File: src/hw/rtl/psf_ram.sv
module psf_ram #(
  parameter int unsigned WORDS = 16,
  parameter int unsigned WIDTH = 8
) (
  input  logic                     clk_i,
  input  logic                     we_i,
  input  logic [$clog2(WORDS)-1:0] waddr_i,
  input  logic [WIDTH-1:0]         wdata_i,
  input  logic [$clog2(WORDS)-1:0] raddr_i,
  output logic [WIDTH-1:0]         rdata_o
);

  logic [WIDTH-1:0] mem_q [WORDS];
  logic [WIDTH-1:0] rdata_q;

  always_ff @(posedge clk_i) begin
    if (we_i) begin
      mem_q[waddr_i] <= wdata_i;
    end
    rdata_q <= mem_q[raddr_i];
  end

  assign rdata_o = rdata_q;

endmodule

File: config.mk
export PLATFORM = sky130hd
export DESIGN_NAME = psf_ram
export DESIGN_NICKNAME = d
export VERILOG_FILES = /design/src/hw/rtl/psf_ram.sv
export SDC_FILE = /design/constraint.sdc
export NUM_CORES = 1
export LEC_CHECK = 0
export BUFFER_PORTS_ARGS = -buffer_cell sky130_fd_sc_hd__buf_2
export CORE_MARGIN = 4
export CORE_UTILIZATION = 32
export CTS_BUF_LIST = sky130_fd_sc_hd__clkbuf_8
export DETAILED_ROUTE_END_ITERATION = 12
export GPL_TIMING_DRIVEN = 0
export HOLD_SLACK_MARGIN = 0.06
export PLACE_DENSITY = 0.58
export RECOVER_POWER = 25
export SETUP_SLACK_MARGIN = 0.4
export SLEW_MARGIN = 20
export SYNTH_ARGS = -nofsm -noshare
export SYNTH_HDL_FRONTEND = slang
export SYNTH_SLANG_ARGS = --single-unit
File: constraint.sdc
create_clock -name clk_i -period 2.35 [get_ports clk_i]
set_clock_uncertainty 0.1 [all_clocks]
set_input_delay 0.47 -clock clk_i [delete_from_list [all_inputs] [get_ports clk_i]]
set_output_delay 0.47 -clock clk_i [all_outputs]
set_load 0.05 [all_outputs]
==> flow_summary.yaml <==
synthesis:
  yosys.cell_types.count: 19
  synth_top_flop_cell: "sky130_fd_sc_hd__edfxtp_1"
  share_of_yosys_cell_area_claimed_by_the_top_area_cell_type: 0.747
  ys_top_cells_by_area: "sky130_fd_sc_hd__edfxtp_1, sky130_fd_sc_hd__mux4_2, sky130_fd_sc_hd__mux4_1"
  synth_top_area_cell: "sky130_fd_sc_hd__edfxtp_1"
  post_synth_most_frequent_cells: "sky130_fd_sc_hd__edfxtp_1, sky130_fd_sc_hd__mux4_2, sky130_fd_sc_hd__a22oi_1"
  mapped_area_um2: 5150
  synth_sequential_area_ratio: 0.778
  synthArstFlopShare: 0
  syn_avg_cell_area_um2: 22.5
  synth-seq-cells: 136
  syn_inst: 229
  mappedNetlistNets: 247
  synth_enable_flop_cells: 128
  yosysWarningCount: 0
  most_repeated_cell_in_the_gate_level_netlist_after_synthesis: "sky130_fd_sc_hd__edfxtp_1"
sta:
  final.min_clock_period_ns: 1.82
  layout_worst_path_cycle_share: 0.775
  rsz_0062_raised_after_global_routing: "false"
  slew_headroom: 0.438
  final-max-slew-violation-count: 0
  timing.fmax_mhz: 549
  worstMarginPinSlew_ns: 0.839
  final-setup-viol-count: 0
  report.final.hold_viol_count: 0
drt:
  drt-total-wl_mm: 10.2
  met3RoutedLength_um: 656
  drc_markers: 0
  detail_route.vias_per_cell: 4.62
  drt_antenna_net_count: 0
  drtIter0Drc: 187
  detail_route.wl_per_cell_um: 20.3
  routed_via_count: 2314
  firstDrtPassIters: 5
  top_signal_layer_used: "met4"
  drt-met1-wl_mm: 4.83
  met2_length_mm: 4.55
final_layout:
  area_growth_pct: 16.4
  design_area_um2: 5990
  antenna_cells: 0
  proportion_of_layout_cells_with_a_drive_suffix_above_1: 0.277
  num-nets-final: 290
  stdcell_count: 501
clock_network:
  post_cts.resized_instances: 0
  clock_latency_late_sink_ns: 0.43
  cts_tree: "built"
  tritoncts_num_sinks: 136
  clock_tree.buffer_depth: 2
  cts.reportedPaths.clkPinSlew_ns: 0.08
  postCtsSetupRepairBufs: 0
  ctsHtreeMaxLevel: 4
  cts_hold_repair.buffers: 0
  clock_buffer_count_from_cts: 17
  cts-root-buf: "sky130_fd_sc_hd__clkbuf_8"
global_routing:
  first_global_vias: 2456
  grt_first_pass_wirelength_mm: 15.3
  grt_max_degree: 17
  initial_antenna_violation_count: 0
  overflow: 0
  global_route.usage.total: 0.120
power_and_ir_drop:
  p_comb_frac: 0.061
  net_switching_share_of_the_total_power: 0.214
  ir_worst_vdd_mv: 0.334
  p_int_mw: 4.06
  net-switching-power_mw: 1.10
  power_frac_seq: 0.527
  leakage_nw: 1.94
  clockPowerShare: 0.412
  power_density_nw_per_um2: 861
setup_path:
  timing.critical_path.arrival_ns: 1.78
  setup.worst_path.start_class: "primary input"
  timing.setup.critical_path_class: "in2reg"
  crit_required_ns: 2.31
  worstSetupEndpointType: "flip-flop"
  cp_max_fo: 8
job:
  drv_cap: 0
die:
  placement_rows: 46
  die_width_um: 135
  chipHeight_um: 135
  floorplan.initialDensity: 0.325
  io_pins: 26
  placeableCoreArea_um2: 15800
  floorplan.die_area_um2: 18200
placement:
  routabilityCongestion: 0.710
  total_of_buffers_placed_on_input_and_output_ports: 24
  placed_instance_count: 469
  dpl_cell_area_um2: 5560
  place.detailed.hpwl_mm: 6.41
worst_hold_path:
  worstHoldPathType: "in2reg"
run_status:
  result_of_the_run: "finished clean"
logic make-up (layout without fill, tap and decap cells):
group	Yosys count	after routing	synth area share
buf+inv	10	66	0.0168
mux	32	32	0.150
simple gates	35	35	0.0318
flops	136	136	0.778
compound gates	16	16	0.0233
worst paths after layout:
kind | from | end | slack [ns] | cells past startpoint
worst max-delay path | waddr_i[2] | mem_q[1][6]$_DFFE_PP_ | 0.53 | 3
worst min-delay path | wdata_i[7] | mem_q[1][7]$_DFFE_PP_ | 0.36 | 1
worst min register to register | mem_q[11][3]$_DFFE_PP_ | rdata_o[3]$_DFF_P_ | 0.59 | 3
worst max register to register | mem_q[0][0]$_DFFE_PP_ | rdata_o[0]$_DFF_P_ | 0.80 | 3
power by group through the flow:
stage / combinational [mW] / clock (mW) / sequential [mW]
global placement: 0.316 / 0 / 2.77
detailed placement: 0.323 / 0 / 2.77
CTS: 0.323 / 2.17 / 2.72
global route: 0.340 / 2.29 / 2.72
finish: 0.316 / 2.13 / 2.72
floorplan: 0.138 / 0 / 2.83
layout make-up:
cell class	count	area [um2]
Timing Repair Buffer	24	114
Clock buffer	17	234
Buffer	10	86.3
Clock inverter	15	208
Multi-Input combinational cell	83	1080
Tap cell	216	270
Sequential cell	136	4000
Fill cell	1422	9830
cells in the final DEF (no fill, tap or decap):
master and instances:
sky130_fd_sc_hd__nor2b_1 1, sky130_fd_sc_hd__nand2_1 9, sky130_fd_sc_hd__nor2_1 13, sky130_fd_sc_hd__nor3_2 4
sky130_fd_sc_hd__mux4_1 14, sky130_fd_sc_hd__and2_1 1, sky130_fd_sc_hd__mux4_2 18, sky130_fd_sc_hd__buf_4 1
sky130_fd_sc_hd__nand3b_1 2, sky130_fd_sc_hd__nand2b_1 2, sky130_fd_sc_hd__dfxtp_1 8, sky130_fd_sc_hd__clkbuf_1 5
sky130_fd_sc_hd__or3b_2 1, sky130_fd_sc_hd__clkinv_4 1, sky130_fd_sc_hd__buf_6 3, sky130_fd_sc_hd__and2b_1 1
sky130_fd_sc_hd__clkinv_1 5, sky130_fd_sc_hd__a22oi_1 16, sky130_fd_sc_hd__clkinvlp_4 4, sky130_fd_sc_hd__edfxtp_1 128
sky130_fd_sc_hd__bufinv_16 5, sky130_fd_sc_hd__clkbuf_8 17, sky130_fd_sc_hd__clkdlybuf4s25_2 3, sky130_fd_sc_hd__buf_2 22
sky130_fd_sc_hd__nand3_1 1
registers in the layout, indices dropped and copies added (netlist names):
name / flops
mem_q: 128
rdata_o: 8
critical path, cell delays in order:
cell and delay [ns]:
sky130_fd_sc_hd__buf_2 0.11, sky130_fd_sc_hd__or3b_2 0.55, sky130_fd_sc_hd__nor2_1 0.64
metal layers:
layer  vias to the layer above  track usage
met5                         -            0
met4                         0       0.0373
met3                        11       0.0458
met2                        65        0.170
met1                      1179        0.172
li1                       1059            -
metrics by stage:
| stage | TNS [ns] | setup slack (ns) | util | total power [mW] | hold slack [ns] |
|---|---|---|---|---|---|
| floorplan | 0 | 0.514 | - | 2.97 | 0.469 |
| global placement | -0.378 | -0.0476 | 0.350 | 3.09 | 0.561 |
| detailed placement | 0 | 0.0637 | 0.351 | 3.10 | 0.578 |
| CTS | 0 | 0.539 | 0.379 | 5.21 | 0.302 |
| global route | 0 | 0.471 | 0.379 | 5.36 | 0.326 |
| finish | 0 | 0.529 | 0.379 | 5.16 | 0.356 |
No activity file was read; power rests on OpenSTA's default activity.
