**config.mk**
```make
export PLATFORM = sky130hd
export DESIGN_NAME = psf_ctrl
export DESIGN_NICKNAME = d
export VERILOG_FILES = /design/src/hw/rtl/psf_pkg.sv /design/src/hw/rtl/psf_ctrl.sv
export SDC_FILE = /design/constraint.sdc
export NUM_CORES = 1
export LEC_CHECK = 0
export ABC_AREA = 1
export BUFFER_PORTS_ARGS = -buffer_cell sky130_fd_sc_hd__buf_2
export CORE_MARGIN = 5
export CORE_UTILIZATION = 39
export DETAILED_ROUTE_END_ITERATION = 16
export GPL_ROUTABILITY_DRIVEN = 0
export MAX_ROUTING_LAYER = met4
export PLACE_DENSITY = 0.67
export SLEW_MARGIN = 20
export SYNTH_ARGS = -nofsm -noshare
export SYNTH_HDL_FRONTEND = slang
export SYNTH_SLANG_ARGS = --single-unit
```
**constraint.sdc**
```tcl
create_clock -name clk_i -period 2.32 [get_ports clk_i]
set_input_delay 0.232 -clock clk_i [delete_from_list [all_inputs] [get_ports clk_i]]
set_output_delay 0.232 -clock clk_i [all_outputs]
set_load 0.005 [all_outputs]
```
**src/hw/rtl/psf_pkg.sv**
```systemverilog
package psf_pkg;

  localparam int unsigned DATA_W = 8;
  localparam int unsigned LEN_W  = 7;
  localparam int unsigned CAP_W  = 12;
  localparam int unsigned FILL_W = 5;

  typedef enum logic [1:0] {
    REQ_PUSH  = 2'd0,
    REQ_POP   = 2'd1,
    REQ_CLEAR = 2'd2
  } psf_req_e;

  typedef enum logic [1:0] {
    ST_OK     = 2'd0,
    ST_REJECT = 2'd1,
    ST_EMPTY  = 2'd2,
    ST_CAP    = 2'd3
  } psf_status_e;

  typedef enum logic [1:0] {
    S_IDLE,
    S_CHECK,
    S_STREAM
  } psf_state_e;

  typedef struct packed {
    logic [1:0]        req_type;
    logic [DATA_W-1:0] data_byte;
    logic              last_byte;
    logic [CAP_W-1:0]  dest_capacity;
  } psf_in_t;

  typedef struct packed {
    logic [DATA_W-1:0] out_byte;
    logic              byte_valid;
    logic              out_last;
    logic [1:0]        status;
    logic [LEN_W-1:0]  packet_length;
    logic [FILL_W-1:0] fill_level;
  } psf_out_t;

  typedef struct packed {
    logic     load;
    psf_out_t beat;
  } psf_res_t;

endpackage

```
**src/hw/rtl/psf_ctrl.sv**
```systemverilog
module psf_ctrl import psf_pkg::*; #(
  parameter int unsigned DEPTH      = 16,
  parameter int unsigned SLOT_BYTES = 64
) (
  input  logic                                     clk_i,
  input  logic                                     rst_ni,
  input  logic                                     in_valid_i,
  input  psf_in_t                                  in_data_i,
  input  logic                                     out_free_i,
  output logic                                     in_stall_o,
  output psf_res_t                                 res_o,
  output logic                                     bm_we_o,
  output logic [$clog2(DEPTH*SLOT_BYTES)-1:0]      bm_waddr_o,
  output logic [DATA_W-1:0]                        bm_wdata_o,
  output logic [$clog2(DEPTH*SLOT_BYTES)-1:0]      bm_raddr_o,
  input  logic [DATA_W-1:0]                        bm_rdata_i,
  output logic                                     lm_we_o,
  output logic [$clog2(DEPTH)-1:0]                 lm_waddr_o,
  output logic [LEN_W-1:0]                         lm_wdata_o,
  output logic [$clog2(DEPTH)-1:0]                 lm_raddr_o,
  input  logic [LEN_W-1:0]                         lm_rdata_i
);

  localparam int unsigned SW = $clog2(DEPTH);
  localparam int unsigned CW = $clog2(DEPTH + 1);
  localparam int unsigned AW = $clog2(DEPTH * SLOT_BYTES);
  localparam int unsigned IW = (SLOT_BYTES > 1) ? $clog2(SLOT_BYTES) : 1;

  psf_state_e       state_q, state_d;
  logic [SW-1:0]    ws_q, ws_d, rs_q, rs_d;
  logic [CW-1:0]    count_q, count_d;
  logic [LEN_W-1:0] inc_len_q, inc_len_d;
  logic             inc_rej_q, inc_rej_d;
  logic [CAP_W-1:0] cap_q, cap_d;
  logic [IW-1:0]    idx_q, idx_d;

  logic             accept;
  logic             reject;
  logic [LEN_W-1:0] len_next;
  logic             idx_last;

  function automatic logic [SW-1:0] slot_inc(input logic [SW-1:0] s);
    return (s == SW'(DEPTH - 1)) ? '0 : s + 1'b1;
  endfunction

  assign accept     = in_valid_i && (state_q == S_IDLE) && out_free_i;
  assign in_stall_o = !((state_q == S_IDLE) && out_free_i);
  assign reject     = (count_q == CW'(DEPTH)) || (inc_len_q >= LEN_W'(SLOT_BYTES)) ||
                      inc_rej_q;
  assign len_next   = inc_len_q + 1'b1;
  assign idx_last   = (LEN_W'(idx_q) + 1'b1) == lm_rdata_i;

  assign bm_waddr_o = AW'(AW'(ws_q) * AW'(SLOT_BYTES)) + AW'(inc_len_q);
  assign bm_wdata_o = in_data_i.data_byte;
  assign lm_waddr_o = ws_q;
  assign lm_wdata_o = len_next;
  assign lm_raddr_o = rs_q;

  always_comb begin
    state_d   = state_q;
    ws_d      = ws_q;
    rs_d      = rs_q;
    count_d   = count_q;
    inc_len_d = inc_len_q;
    inc_rej_d = inc_rej_q;
    cap_d     = cap_q;
    idx_d     = idx_q;
    bm_we_o   = 1'b0;
    lm_we_o   = 1'b0;

    res_o                    = '0;
    res_o.beat.out_last      = 1'b1;
    res_o.beat.status        = ST_OK;
    res_o.beat.fill_level    = FILL_W'(count_q);

    unique case (state_q)
      S_IDLE: begin
        if (accept) begin
          case (in_data_i.req_type)
            REQ_PUSH: begin
              if (reject) begin
                inc_rej_d = 1'b1;
              end else begin
                bm_we_o   = 1'b1;
                inc_len_d = len_next;
              end
              if (in_data_i.last_byte) begin
                res_o.load = 1'b1;
                if (reject) begin
                  res_o.beat.status = ST_REJECT;
                end else begin
                  lm_we_o                  = 1'b1;
                  ws_d                     = slot_inc(ws_q);
                  count_d                  = count_q + 1'b1;
                  res_o.beat.packet_length = len_next;
                  res_o.beat.fill_level    = FILL_W'(count_q + 1'b1);
                end
                inc_len_d = '0;
                inc_rej_d = 1'b0;
              end
            end
            REQ_POP: begin
              cap_d = in_data_i.dest_capacity;
              if (count_q == '0) begin
                res_o.load        = 1'b1;
                res_o.beat.status = ST_EMPTY;
              end else begin
                state_d = S_CHECK;
              end
            end
            REQ_CLEAR: begin
              ws_d                  = '0;
              rs_d                  = '0;
              count_d               = '0;
              inc_len_d             = '0;
              inc_rej_d             = 1'b0;
              res_o.load            = 1'b1;
              res_o.beat.fill_level = '0;
            end
            default: ;
          endcase
        end
      end
      S_CHECK: begin
        if (out_free_i) begin
          if ((cap_q == '0) || (cap_q < CAP_W'(lm_rdata_i)) || (lm_rdata_i == '0)) begin
            res_o.load               = 1'b1;
            res_o.beat.status        = ST_CAP;
            res_o.beat.packet_length = lm_rdata_i;
            state_d                  = S_IDLE;
          end else begin
            count_d = count_q - 1'b1;
            idx_d   = '0;
            state_d = S_STREAM;
          end
        end
      end
      S_STREAM: begin
        if (out_free_i) begin
          res_o.load               = 1'b1;
          res_o.beat.out_byte      = bm_rdata_i;
          res_o.beat.byte_valid    = 1'b1;
          res_o.beat.out_last      = idx_last;
          res_o.beat.packet_length = lm_rdata_i;
          if (idx_last) begin
            rs_d    = slot_inc(rs_q);
            idx_d   = '0;
            state_d = S_IDLE;
          end else begin
            idx_d = idx_q + 1'b1;
          end
        end
      end
      default: state_d = S_IDLE;
    endcase

    // read address follows the next index so the read data lines up with idx_q
    bm_raddr_o = AW'(AW'(rs_q) * AW'(SLOT_BYTES)) + AW'(idx_d);
  end

  always_ff @(posedge clk_i or negedge rst_ni) begin
    if (!rst_ni) begin
      state_q   <= S_IDLE;
      ws_q      <= '0;
      rs_q      <= '0;
      count_q   <= '0;
      inc_len_q <= '0;
      inc_rej_q <= 1'b0;
      idx_q     <= '0;
    end else begin
      state_q   <= state_d;
      ws_q      <= ws_d;
      rs_q      <= rs_d;
      count_q   <= count_d;
      inc_len_q <= inc_len_d;
      inc_rej_q <= inc_rej_d;
      idx_q     <= idx_d;
    end
  end

  always_ff @(posedge clk_i) begin
    cap_q <= cap_d;
  end

endmodule
```
==> results of run 1 <==
flip-flops by register name (all words and copies together) (netlist names):
name	flops
cap_q	12
count_q	5
inc_len_q	7
inc_rej_q	1
idx_q	6
lm_waddr_o	4
lm_raddr_o	4
state_q	2
cells by family (layout without fill, tap and decap cells):
group,after synthesis,after routing,share of synthesized area
simple gates,252,252,0.356
buf+inv,103,205,0.141
compound gates,47,47,0.0820
flops,41,41,0.320
fa+ha+maj,19,19,0.0701
xor+xnor,12,12,0.0310
metal layers:
layer | up-vias | track usage
met3 | 10 | 0.0295
met4 | 0 | 0.0388
met2 | 104 | 0.327
met5 | - | -
met1 | 1539 | 0.222
li1 | 1708 | -
worst paths after layout:
check,cells after the start,slack (ns),endpoint
hold reg to reg,3,0.55,lm_waddr_o[3]$_DFFE_PN0P_
max in group asynchronous,1,1.82,idx_q[2]$_DFF_PN0_
min in group clk_i,1,0.10,cap_q[4]$_DFFE_PP_
setup reg to reg,11,0.41,lm_raddr_o[0]$_DFFE_PN0P_
setup / recovery,12,-0.04,res_o[11]
hold / removal,1,-0.02,lm_waddr_o[0]$_DFFE_PN0P_
Yosys cell counts, types with 6 or more instances:
cell type,instances,area (µm²)
a21oi_1,11,55.1
buf_4,22,165
dfrtp_1,29,726
edfxtp_1,12,360
ha_1,19,238
inv_1,72,270
nand2_1,127,477
nand2_2,6,37.5
nand3_1,47,235
nand4_1,16,100
nor2_1,30,113
nor2_4,6,67.6
o21ai_0,22,110
xor2_1,10,87.6
layout by cell type (no fill, tap or decap), types with 2 or more instances in the layout:
cell,netlist,routed
nor3_1,4,2
edfxtp_1,12,12
ha_2,0,3
o22ai_2,0,3
xor2_1,10,10
nand2_1,127,122
dfrtp_1,29,28
clkbuf_8,0,5
nand3b_1,2,2
nand4_1,16,16
nor2_2,2,2
buf_4,22,24
bufinv_16,0,2
buf_2,0,96
nand3_4,2,3
xnor2_1,2,2
ha_1,19,14
o21ai_0,22,18
nor2_1,30,30
ha_4,0,2
o21ai_1,2,6
nand3_1,47,46
nand2_4,3,6
inv_2,4,6
inv_1,72,70
a21oi_1,11,10
nand2_2,6,8
o21ai_2,4,4
nor2_4,6,6
nand3_2,3,3
or2_2,2,2
cell type report:
class / count / area (µm²) / share of cell area
Clock buffer: 5 / 68.8 / 0.0161
Multi-Input combinational cell: 330 / 1950 / 0.457
Inverter: 76 / 285 / 0.0669
Tap cell: 108 / 135 / 0.0317
Timing Repair Buffer: 121 / 672 / 0.158
Sequential cell: 41 / 1090 / 0.255
Clock inverter: 3 / 68.8 / 0.0161
power by group through the flow:
stage                     sequential, mW  clock (mW)  combinational (mW)
after floorplan                     1.05           0                1.18
after global placement              1.09           0                1.67
after detailed placement            1.10           0                1.69
after CTS                           1.08       0.743                1.73
after global routing                1.11       0.780                2.06
final                               1.08       0.724                1.85
worst register-to-register path: cells and delay by family, from the launching register on:
| family | cells | cell delay [ns] |
|---|---|---|
| buffers and inverters | 1 | 0.17 |
| AOI/OAI and AO/OA | 1 | 0.05 |
| DFF | 1 | 0.45 |
| and+or+nand+nor | 7 | 0.71 |
| xor gates and xnor gates | 1 | 0.16 |
| adders and majority gates | 1 | 0.27 |
repair_timing:
item / 4_1_cts / 5_1_grt
setup endpoints to repair: 11 / 20
gates resized for setup: 6 / 25
pin swaps: 1 / 20
setup buffers: 2 / 14
==> impl_metrics.tcl, run 1 <==
set metrics [dict create \
    status "complete, but fails checks" \
    violations "hold timing, setup timing" \
    ys_seq_elements 41 \
    path_clk_slew_ns 0.09 \
    internal-power_mw 2.08 \
    hold_buffers 0 \
    r2r-start "idx_q[0]$_DFF_PN0_" \
    synth_nets 535 \
    numPortBuffers 96 \
    drt-met1-wl_um 4010 \
    syn_avg_cell_area_um2 7.15 \
    fmax_mhz 424 \
    clk_path_buf_depth 2 \
    cp_num_buf_inv 3 \
    powerDensity_mw_per_mm2 858 \
    dpl.hpwl_um 7340 \
    initial_core_util 0.394 \
    coreArea_mm2 0.00859 \
    slew_headroom 0.507 \
    fp.dieW_um 103 \
    fin_cells 684 \
    first_pass_iters 5 \
    synth_edf_count 12 \
    areaGrowthSynthToFinish_pct 25.8 \
    viasPerCell 4.91 \
    top_layer "met4" \
    final_cell_area_mm2 0.00426 \
    synthDistinctLibCells 34 \
    irDropWorstVdd_mv 0.436 \
    met2_length_um 4920 \
    crit_path_start_kind "flip-flop" \
    wire_per_inst_um 14.2 \
    antenna_found_initial 0 \
    async_flop_share 0.707 \
    track_usage 0.185 \
    post-place-cells 660 \
    overflow 0 \
    grt_max_degree 30 \
    route.met3.wl_um 686 \
    worstMarginPinSlew_ns 0.739 \
    finalHoldViolations 20 \
    p_switching_mw 1.58 \
    fp.dieArea_mm2 0.0107 \
    drcViolationCount 0 \
    diodes 0 \
    critPathRequiredTime_ns 2.09 \
    cap_viol_max_count 0 \
    crit_path_cell_trace "ha_4 > nand2_4 > nor3_4 > nand2_1 > nand2_2 > nand2_4 > buf_4 > nand4_1 > nand3_1 > nand2_1 > inv_1 > buf_2" \
    grt_pass1_vias 3195 \
    ios 113 \
    critPathSlowestCell "edfxtp_1" \
    p_total_mw 3.66 \
    slew_violations 0 \
    cp-startpoint "cap_q[5]$_DFFE_PP_" \
    postPlaceCellArea_mm2 0.00389 \
    cts_root_buf "clkbuf_8" \
    path_class "flip-flop to output pin" \
    netlist_area_mm2 0.00339 \
    holdWs_ns -0.0182 \
    fin_util 0.496 \
    critical_path.max_stage_delay_ns 0.47 \
    nets 636 \
    cts_tree "done" \
    finalSetupViolCount 3 \
    layout-drive-gt1-share 0.319 \
    crit_path_max_fanout 4 \
    cts_sinks 41 \
    leakagePower_nw 2.36 \
    die-height_um 103 \
    pre_cts_ws_ns 0.186 \
    std_cell_rows 34 \
    ant_nets 0 \
    switching_share 0.432 \
    power.clock.fraction 0.198 \
    first_iter_violations 257 \
    grt_pass1_wl_um 15200 \
    fin_ws_ns -0.0365 \
    cp.arrival_ns 2.12 \
    synth_warnings 0 \
    critPathTopFamily "simple AND/OR/NAND/NOR gates" \
    netlist_instances 474 \
    ys.flop_type "dfrtp_1" \
    cp-end-kind "output pin" \
    setup_tns_ns -0.0684 \
    clock_latency_ns 0.30 \
    seq_area_frac_synth 0.320 \
    fill_cells 853 \
    hold_class "primary input to async pin" \
    seq_power_share 0.296 \
    finalCritPeriodShare 1.02 \
    worst_clock_skew_ns 0.0117 \
    numCtsBuffers 5 \
    wirelength_um 9700 \
    post-route-min-period_ns 2.36 \
    grt_setup_unrepaired "true" \
    share_comb_of_total_power 0.506 \
    cts_max_level 2 \
    vias 3361 \
]
No activity file was read; power rests on OpenSTA's default activity.
==> run 2, diff against run 1 <==
- ABC_AREA: 1 -> not set
- CORE_MARGIN: 5 -> 4
- PLACE_DENSITY: 0.67 -> 0.68
==> run 2 against run 1 <==
  * The run ends with setup timing left
  * Power down 6.0%
  * Via count shrank 3.7%
  * Highest routed layer unchanged
  * Sequential share of layout area decreased by 1.1 points
  * Maximum frequency down 14%
  * Setup slack worse by 0.39 ns
  * Count of clock-buffer cells in the layout unchanged
  * Cell area up 4.7%
  * Utilization increased by 7.5 points
==> impl_metrics.tcl, run 2 <==
set metrics [dict create \
    layout_common_cells "buf_2 (94), buf_4 (59), nand2_1 (41), dfrtp_1 (28), o21ai_0 (26)" \
    nets 561 \
    track_usage 0.202 \
    finalCritPeriodShare 1.18 \
    synth_fa_ha_area_frac 0.0755 \
    finalHoldViolations 0 \
    synth-xor-area-share 0.0501 \
    vias 3237 \
    r2r_end "idx_q[5]$_DFF_PN0_" \
    fin_util 0.572 \
    viasPerCell 5.37 \
    ys.flop_type "dfrtp_1" \
    final_common_cell "buf_2" \
    cp.arrival_ns 2.51 \
    initial_core_util 0.403 \
    synthDistinctLibCells 60 \
    reg2reg_slack_ns -0.04 \
    leakagePower_nw 2.14 \
    cts_tree "done" \
    first_iter_violations 176 \
    ant_nets 0 \
    syn_avg_cell_area_um2 8.63 \
    synth_warnings 0 \
    fp.dieArea_mm2 0.00958 \
    synth_compound_area_frac 0.194 \
    path_class "flip-flop to output pin" \
    slew_headroom 0.524 \
    critPathRequiredTime_ns 2.09 \
    layout-drive-gt1-share 0.449 \
    p_total_mw 3.44 \
    std_cell_rows 32 \
    r2r-start "cap_q[2]$_DFFE_PP_" \
    drt-met1-wl_um 4180 \
    top_layer "met4" \
    synth_top_family_by_area "simple AND/OR/NAND/NOR gates" \
    regArea_mm2 0.00109 \
    postPlaceCellArea_mm2 0.00396 \
    route.met3.wl_um 540 \
    synth-simple-area-share 0.219 \
    netlist_instances 365 \
    holdWs_ns 0.0989 \
    hold_class "primary input to flip-flop" \
    irDropWorstVdd_mv 0.368 \
    synth_commonest_cells "nand2_1 (46), dfrtp_1 (29), o21ai_0 (29)" \
    post-synth-top-count-cell "nand2_1" \
    cap_viol_max_count 0 \
    post-place-cells 582 \
    regMostFlops "cap_q" \
    cp-startpoint "cap_q[5]$_DFFE_PP_" \
    synth_nets 426 \
    numPortBuffers 96 \
    first_pass_iters 4 \
    synth_mux_area_frac 0.0226 \
    numCtsBuffers 5 \
    fill_cells 703 \
    worst-r2r-cell-count 10 \
    diodes 0 \
    coreArea_mm2 0.00781 \
    areaGrowthSynthToFinish_pct 41.7 \
    crit_path_start_kind "flip-flop" \
    fin_ws_ns -0.426 \
    cp-endpoint "bm_raddr_o[0]" \
    ios 113 \
    dpl.hpwl_um 7340 \
    grt_max_degree 30 \
    final_cell_area_mm2 0.00446 \
    netlist_top_cells_area "dfrtp_1 (23%), edfxtp_1 (11%), ha_1 (7.5%), nand2_1 (5.5%), o21ai_0 (4.6%)" \
    path_clk_slew_ns 0.09 \
    grt_pass1_vias 3198 \
    cts_max_level 2 \
    antenna_found_initial 0 \
    met2_length_um 4920 \
    cts_sinks 41 \
    cp-end-kind "output pin" \
    clk_path_buf_depth 2 \
    async_flop_share 0.707 \
    slew_violations 0 \
    largest_register_ffs 12 \
    netlist_area_mm2 0.00315 \
    grt_setup_unrepaired "true" \
    drcViolationCount 0 \
    top_regs "cap_q (12), inc_len_q (7), idx_q (6)" \
    crit_path_max_fanout 5 \
    wirelength_um 9810 \
    violations "setup timing" \
    powerDensity_mw_per_mm2 771 \
    worstMarginPinSlew_ns 0.714 \
    cts_root_buf "clkbuf_8" \
    fp.dieW_um 97.9 \
    worst_clock_skew_ns 0.0107 \
    status "complete, but fails checks" \
    fmax_mhz 364 \
    die-height_um 97.9 \
    wire_per_inst_um 16.3 \
    clock_latency_ns 0.31 \
    overflow 0 \
    pre_cts_ws_ns -0.291 \
    seq_area_frac_synth 0.345 \
    setup_tns_ns -6.03 \
    synth_top_area_share 0.230 \
    post-route-min-period_ns 2.75 \
    ys_seq_elements 41 \
    fin_cells 603 \
    multi_input_area_mm2 0.00204 \
    synth_largest_area_cell "dfrtp_1" \
    grt_pass1_wl_um 15600 \
    finalSetupViolCount 18 \
    synth_edf_count 12 \
]
-- run 2: how the worst min path moves through the flow --
stage                             from                        end  cells after the start
after floorplan                 rst_ni     count_q[0]$_DFFE_PN0P_                      0
after global routing      in_data_i[3]         cap_q[3]$_DFFE_PP_                      1
after detailed placement        rst_ni  lm_raddr_o[3]$_DFFE_PN0P_                      1
after CTS                 in_data_i[3]         cap_q[3]$_DFFE_PP_                      1
after global placement          rst_ni  lm_raddr_o[3]$_DFFE_PN0P_                      1
final                     in_data_i[6]         cap_q[6]$_DFFE_PP_                      1
-- run 2: layout make-up --
| class | instances | area share |
|---|---|---|
| multi-input combinational | 265 | 0.458 |
| sequential | 41 | 0.244 |
| timing repair buffer | 162 | 0.227 |
| tap | 102 | 0.0286 |
| inverter | 25 | 0.0216 |
| clock buffer | 5 | 0.0154 |
| clock inverter | 3 | 0.00561 |
-- run 2: power by group --
part           leakage, nW  internal, mW  switching [mW]
Clock               0.0452         0.220           0.300
Combinational         1.60         0.872            1.05
Sequential           0.494         0.865           0.137
Total                 2.14          1.96            1.48
-- run 2: worst max-delay path: stages, from the launching register on --
cell and delay [ns]:
edfxtp_1 0.43, ha_4 0.23, a21o_1 0.19, a2111oi_4 0.33, o211ai_1 0.19, buf_4 0.18
nand2_1 0.14, o32ai_4 0.16, mux2i_2 0.21, buf_2 0.15
-- run 2: what timing repair did --
item	in CTS	in global routing
gates cloned	0	0
gates resized for setup	35	35
hold endpoints to repair	7	0
hold buffers	1	0
endpoints found under the setup margin	34	34
pin swaps	21	30
buffers inserted	9	7
-- run 2: logic make-up (layout without fill, tap and decap cells) --
| group | count (synthesis) | count (layout) |
|---|---|---|
| adders and majority gates | 19 | 19 |
| xor gates and xnor gates | 18 | 18 |
| muxes | 7 | 7 |
| AOI/OAI and AO/OA | 85 | 85 |
| buffers and inverters | 59 | 195 |
| DFF | 41 | 41 |
| and+or+nand+nor | 136 | 136 |
-- run 2: per-layer routing --
metal / global-route usage / vias up
met2: 0.332 / 105
li1: - / 1562
met5: - / -
met3: 0.0386 / 17
met1: 0.252 / 1553
met4: 0.0596 / 0
==> run 3, diff against run 2 <==
- CORE_MARGIN: 4 -> 5
- CORE_UTILIZATION: 39 -> 46
- HOLD_SLACK_MARGIN: not set -> 0.15
- PLACE_DENSITY: 0.68 -> 0.78
==> run 3 against run 2 <==
  * The run still ends with setup timing left
  * Via count up 8.1%
  * Die area down 10%
  * First-iteration DRC count increased by 61%
  * Cell count decreased by 1.0%
  * Critical path depth did not move
  * Critical path type unchanged
  * Largest power group unchanged
==> impl_metrics.tcl, run 3 (same netlist as run 2, synthesis figures left out) <==
set metrics [dict create \
    ant_nets 0 \
    track_usage 0.229 \
    irDropWorstVdd_mv 0.394 \
    cts_tree "done" \
    grt_pass1_vias 3225 \
    hp-start "in_data_i[12]" \
    top_regs "cap_q (12), inc_len_q (7), idx_q (6)" \
    clock_latency_ns 0.31 \
    fp.dieArea_mm2 0.00860 \
    grt_setup_unrepaired "true" \
    regMostFlops "cap_q" \
    cp-end-kind "output pin" \
    layout_common_cells "buf_2 (95), buf_4 (60), nand2_1 (42), dfrtp_1 (27), nor2_1 (24)" \
    fp.dieW_um 92.7 \
    coreArea_mm2 0.00672 \
    overflow 0 \
    finalHoldViolations 0 \
    drcViolationCount 0 \
    fill_cells 465 \
    slew_violations 0 \
    numPortBuffers 96 \
    crit_path_start_kind "flip-flop" \
    worst_clock_skew_ns 0.0115 \
    die-height_um 92.7 \
    initial_core_util 0.469 \
    final_cell_area_mm2 0.00466 \
    wirelength_um 11000 \
    largest_register_ffs 12 \
    post-route-min-period_ns 2.90 \
    first_iter_violations 283 \
    critPathRequiredTime_ns 2.09 \
    antenna_found_initial 0 \
    fmax_mhz 345 \
    cts_max_level 2 \
    cap_viol_max_count 0 \
    p_total_mw 3.62 \
    wire_per_inst_um 18.3 \
    slew_headroom 0.529 \
    worstMarginPinSlew_ns 0.706 \
    numCtsBuffers 5 \
    path_clk_slew_ns 0.10 \
    hold_class "primary input to flip-flop" \
    diodes 0 \
    cts_root_buf "clkbuf_8" \
    viasPerCell 5.86 \
    powerDensity_mw_per_mm2 777 \
    violations "setup timing" \
    std_cell_rows 30 \
    crit_path_max_fanout 8 \
    finalSetupViolCount 18 \
    dpl.hpwl_um 7070 \
    leakagePower_nw 2.24 \
    cts_sinks 41 \
    multi_input_area_mm2 0.00210 \
    cp-startpoint "cap_q[5]$_DFFE_PP_" \
    vias 3500 \
    nets 577 \
    grt_pass1_wl_um 15500 \
    pre_cts_ws_ns -0.174 \
    regArea_mm2 0.00109 \
    layout-drive-gt1-share 0.451 \
    clk_path_buf_depth 2 \
    fin_ws_ns -0.576 \
    path_class "flip-flop to output pin" \
    first_pass_iters 6 \
    areaGrowthSynthToFinish_pct 47.9 \
    cp.arrival_ns 2.66 \
    ios 113 \
    finalCritPeriodShare 1.25 \
    postPlaceCellArea_mm2 0.00392 \
    grt_max_degree 30 \
    r2r-start "idx_q[1]$_DFF_PN0_" \
    fin_util 0.693 \
    final_common_cell "buf_2" \
    status "complete, but fails checks" \
]
## run 3: cell count changes in the layout (fill, tap and decap cells not counted), moves of 3 or more
cell / previous run / this run
a22oi_2: 4 / 1
o21ai_0: 26 / 23
o21ai_1: 1 / 4
dlygate4sd3_1: 1 / 13
a22oi_1: 4 / 7
nor2_2: 4 / 0
## run 3: layout make-up
| cell class | instances | share of cell area |
|---|---|---|
| multi-input cells | 265 | 0.451 |
| repair buffers | 178 | 0.253 |
| flip-flops and latches | 41 | 0.234 |
| well taps | 80 | 0.0215 |
| inverters | 25 | 0.0207 |
| clock buffers | 5 | 0.0148 |
| clock inverters | 3 | 0.00537 |
## run 3: critical path, cell delays in order, from the launching register on
cell and delay, ns:
edfxtp_1 0.46, ha_4 0.25, a21o_1 0.20, a2111oi_4 0.36, o211ai_1 0.22, a31oi_2 0.25
buf_6 0.16, a22oi_1 0.11, nor2_1 0.20, buf_2 0.15
## run 3: what timing repair did
| item | 4_1_cts | 5_1_grt |
|---|---|---|
| hold endpoints to repair | 41 | 0 |
| hold buffers | 13 | 0 |
| pin swaps | 18 | 25 |
| setup endpoints to repair | 32 | 32 |
| setup buffers | 6 | 14 |
| resized for setup | 29 | 53 |
## run 3: report_power, final
part           internal [mW]  leakage [nW]  switching (mW)  total (mW)
logic                  0.950          1.70            1.14        2.09
clock network          0.220        0.0452           0.308       0.529
registers              0.865         0.492           0.132       0.998
## run 3: path summary, 6_finish.rpt
check,end,slack (ns),cells after the start
min in group asynchronous,idx_q[2]$_DFF_PN0_,0.50,2
worst max-delay path,res_o[11],-0.58,9
max in group asynchronous,idx_q[1]$_DFF_PN0_,1.34,2
worst max register to register,lm_raddr_o[3]$_DFFE_PN0P_,-0.04,9
worst min-delay path,inc_rej_q$_DFFE_PN0P_,0.33,3
worst min register to register,inc_rej_q$_DFFE_PN0P_,0.51,1
## run 3: layer usage
metal  vias to the layer above  track usage  wire length [µm]
met5                         -            -                 0
met1                      1679        0.275              4290
li1                       1600            -                 -
met2                       175        0.384              5510
met4                         0       0.0952               446
met3                        46       0.0357               711
## run 3: through the flow
stage / TNS, ns / hold slack, ns / cells
2_1_floorplan: 0 / -0.0636 / 365
3_3_place_gp: -0.837 / 0.312 / 559
3_5_place_dp: -2.32 / 0.324 / 559
4_1_cts: -5.27 / 0.317 / 585
5_1_grt: -8.59 / 0.342 / 597
6_report: -7.05 / 0.327 / 597
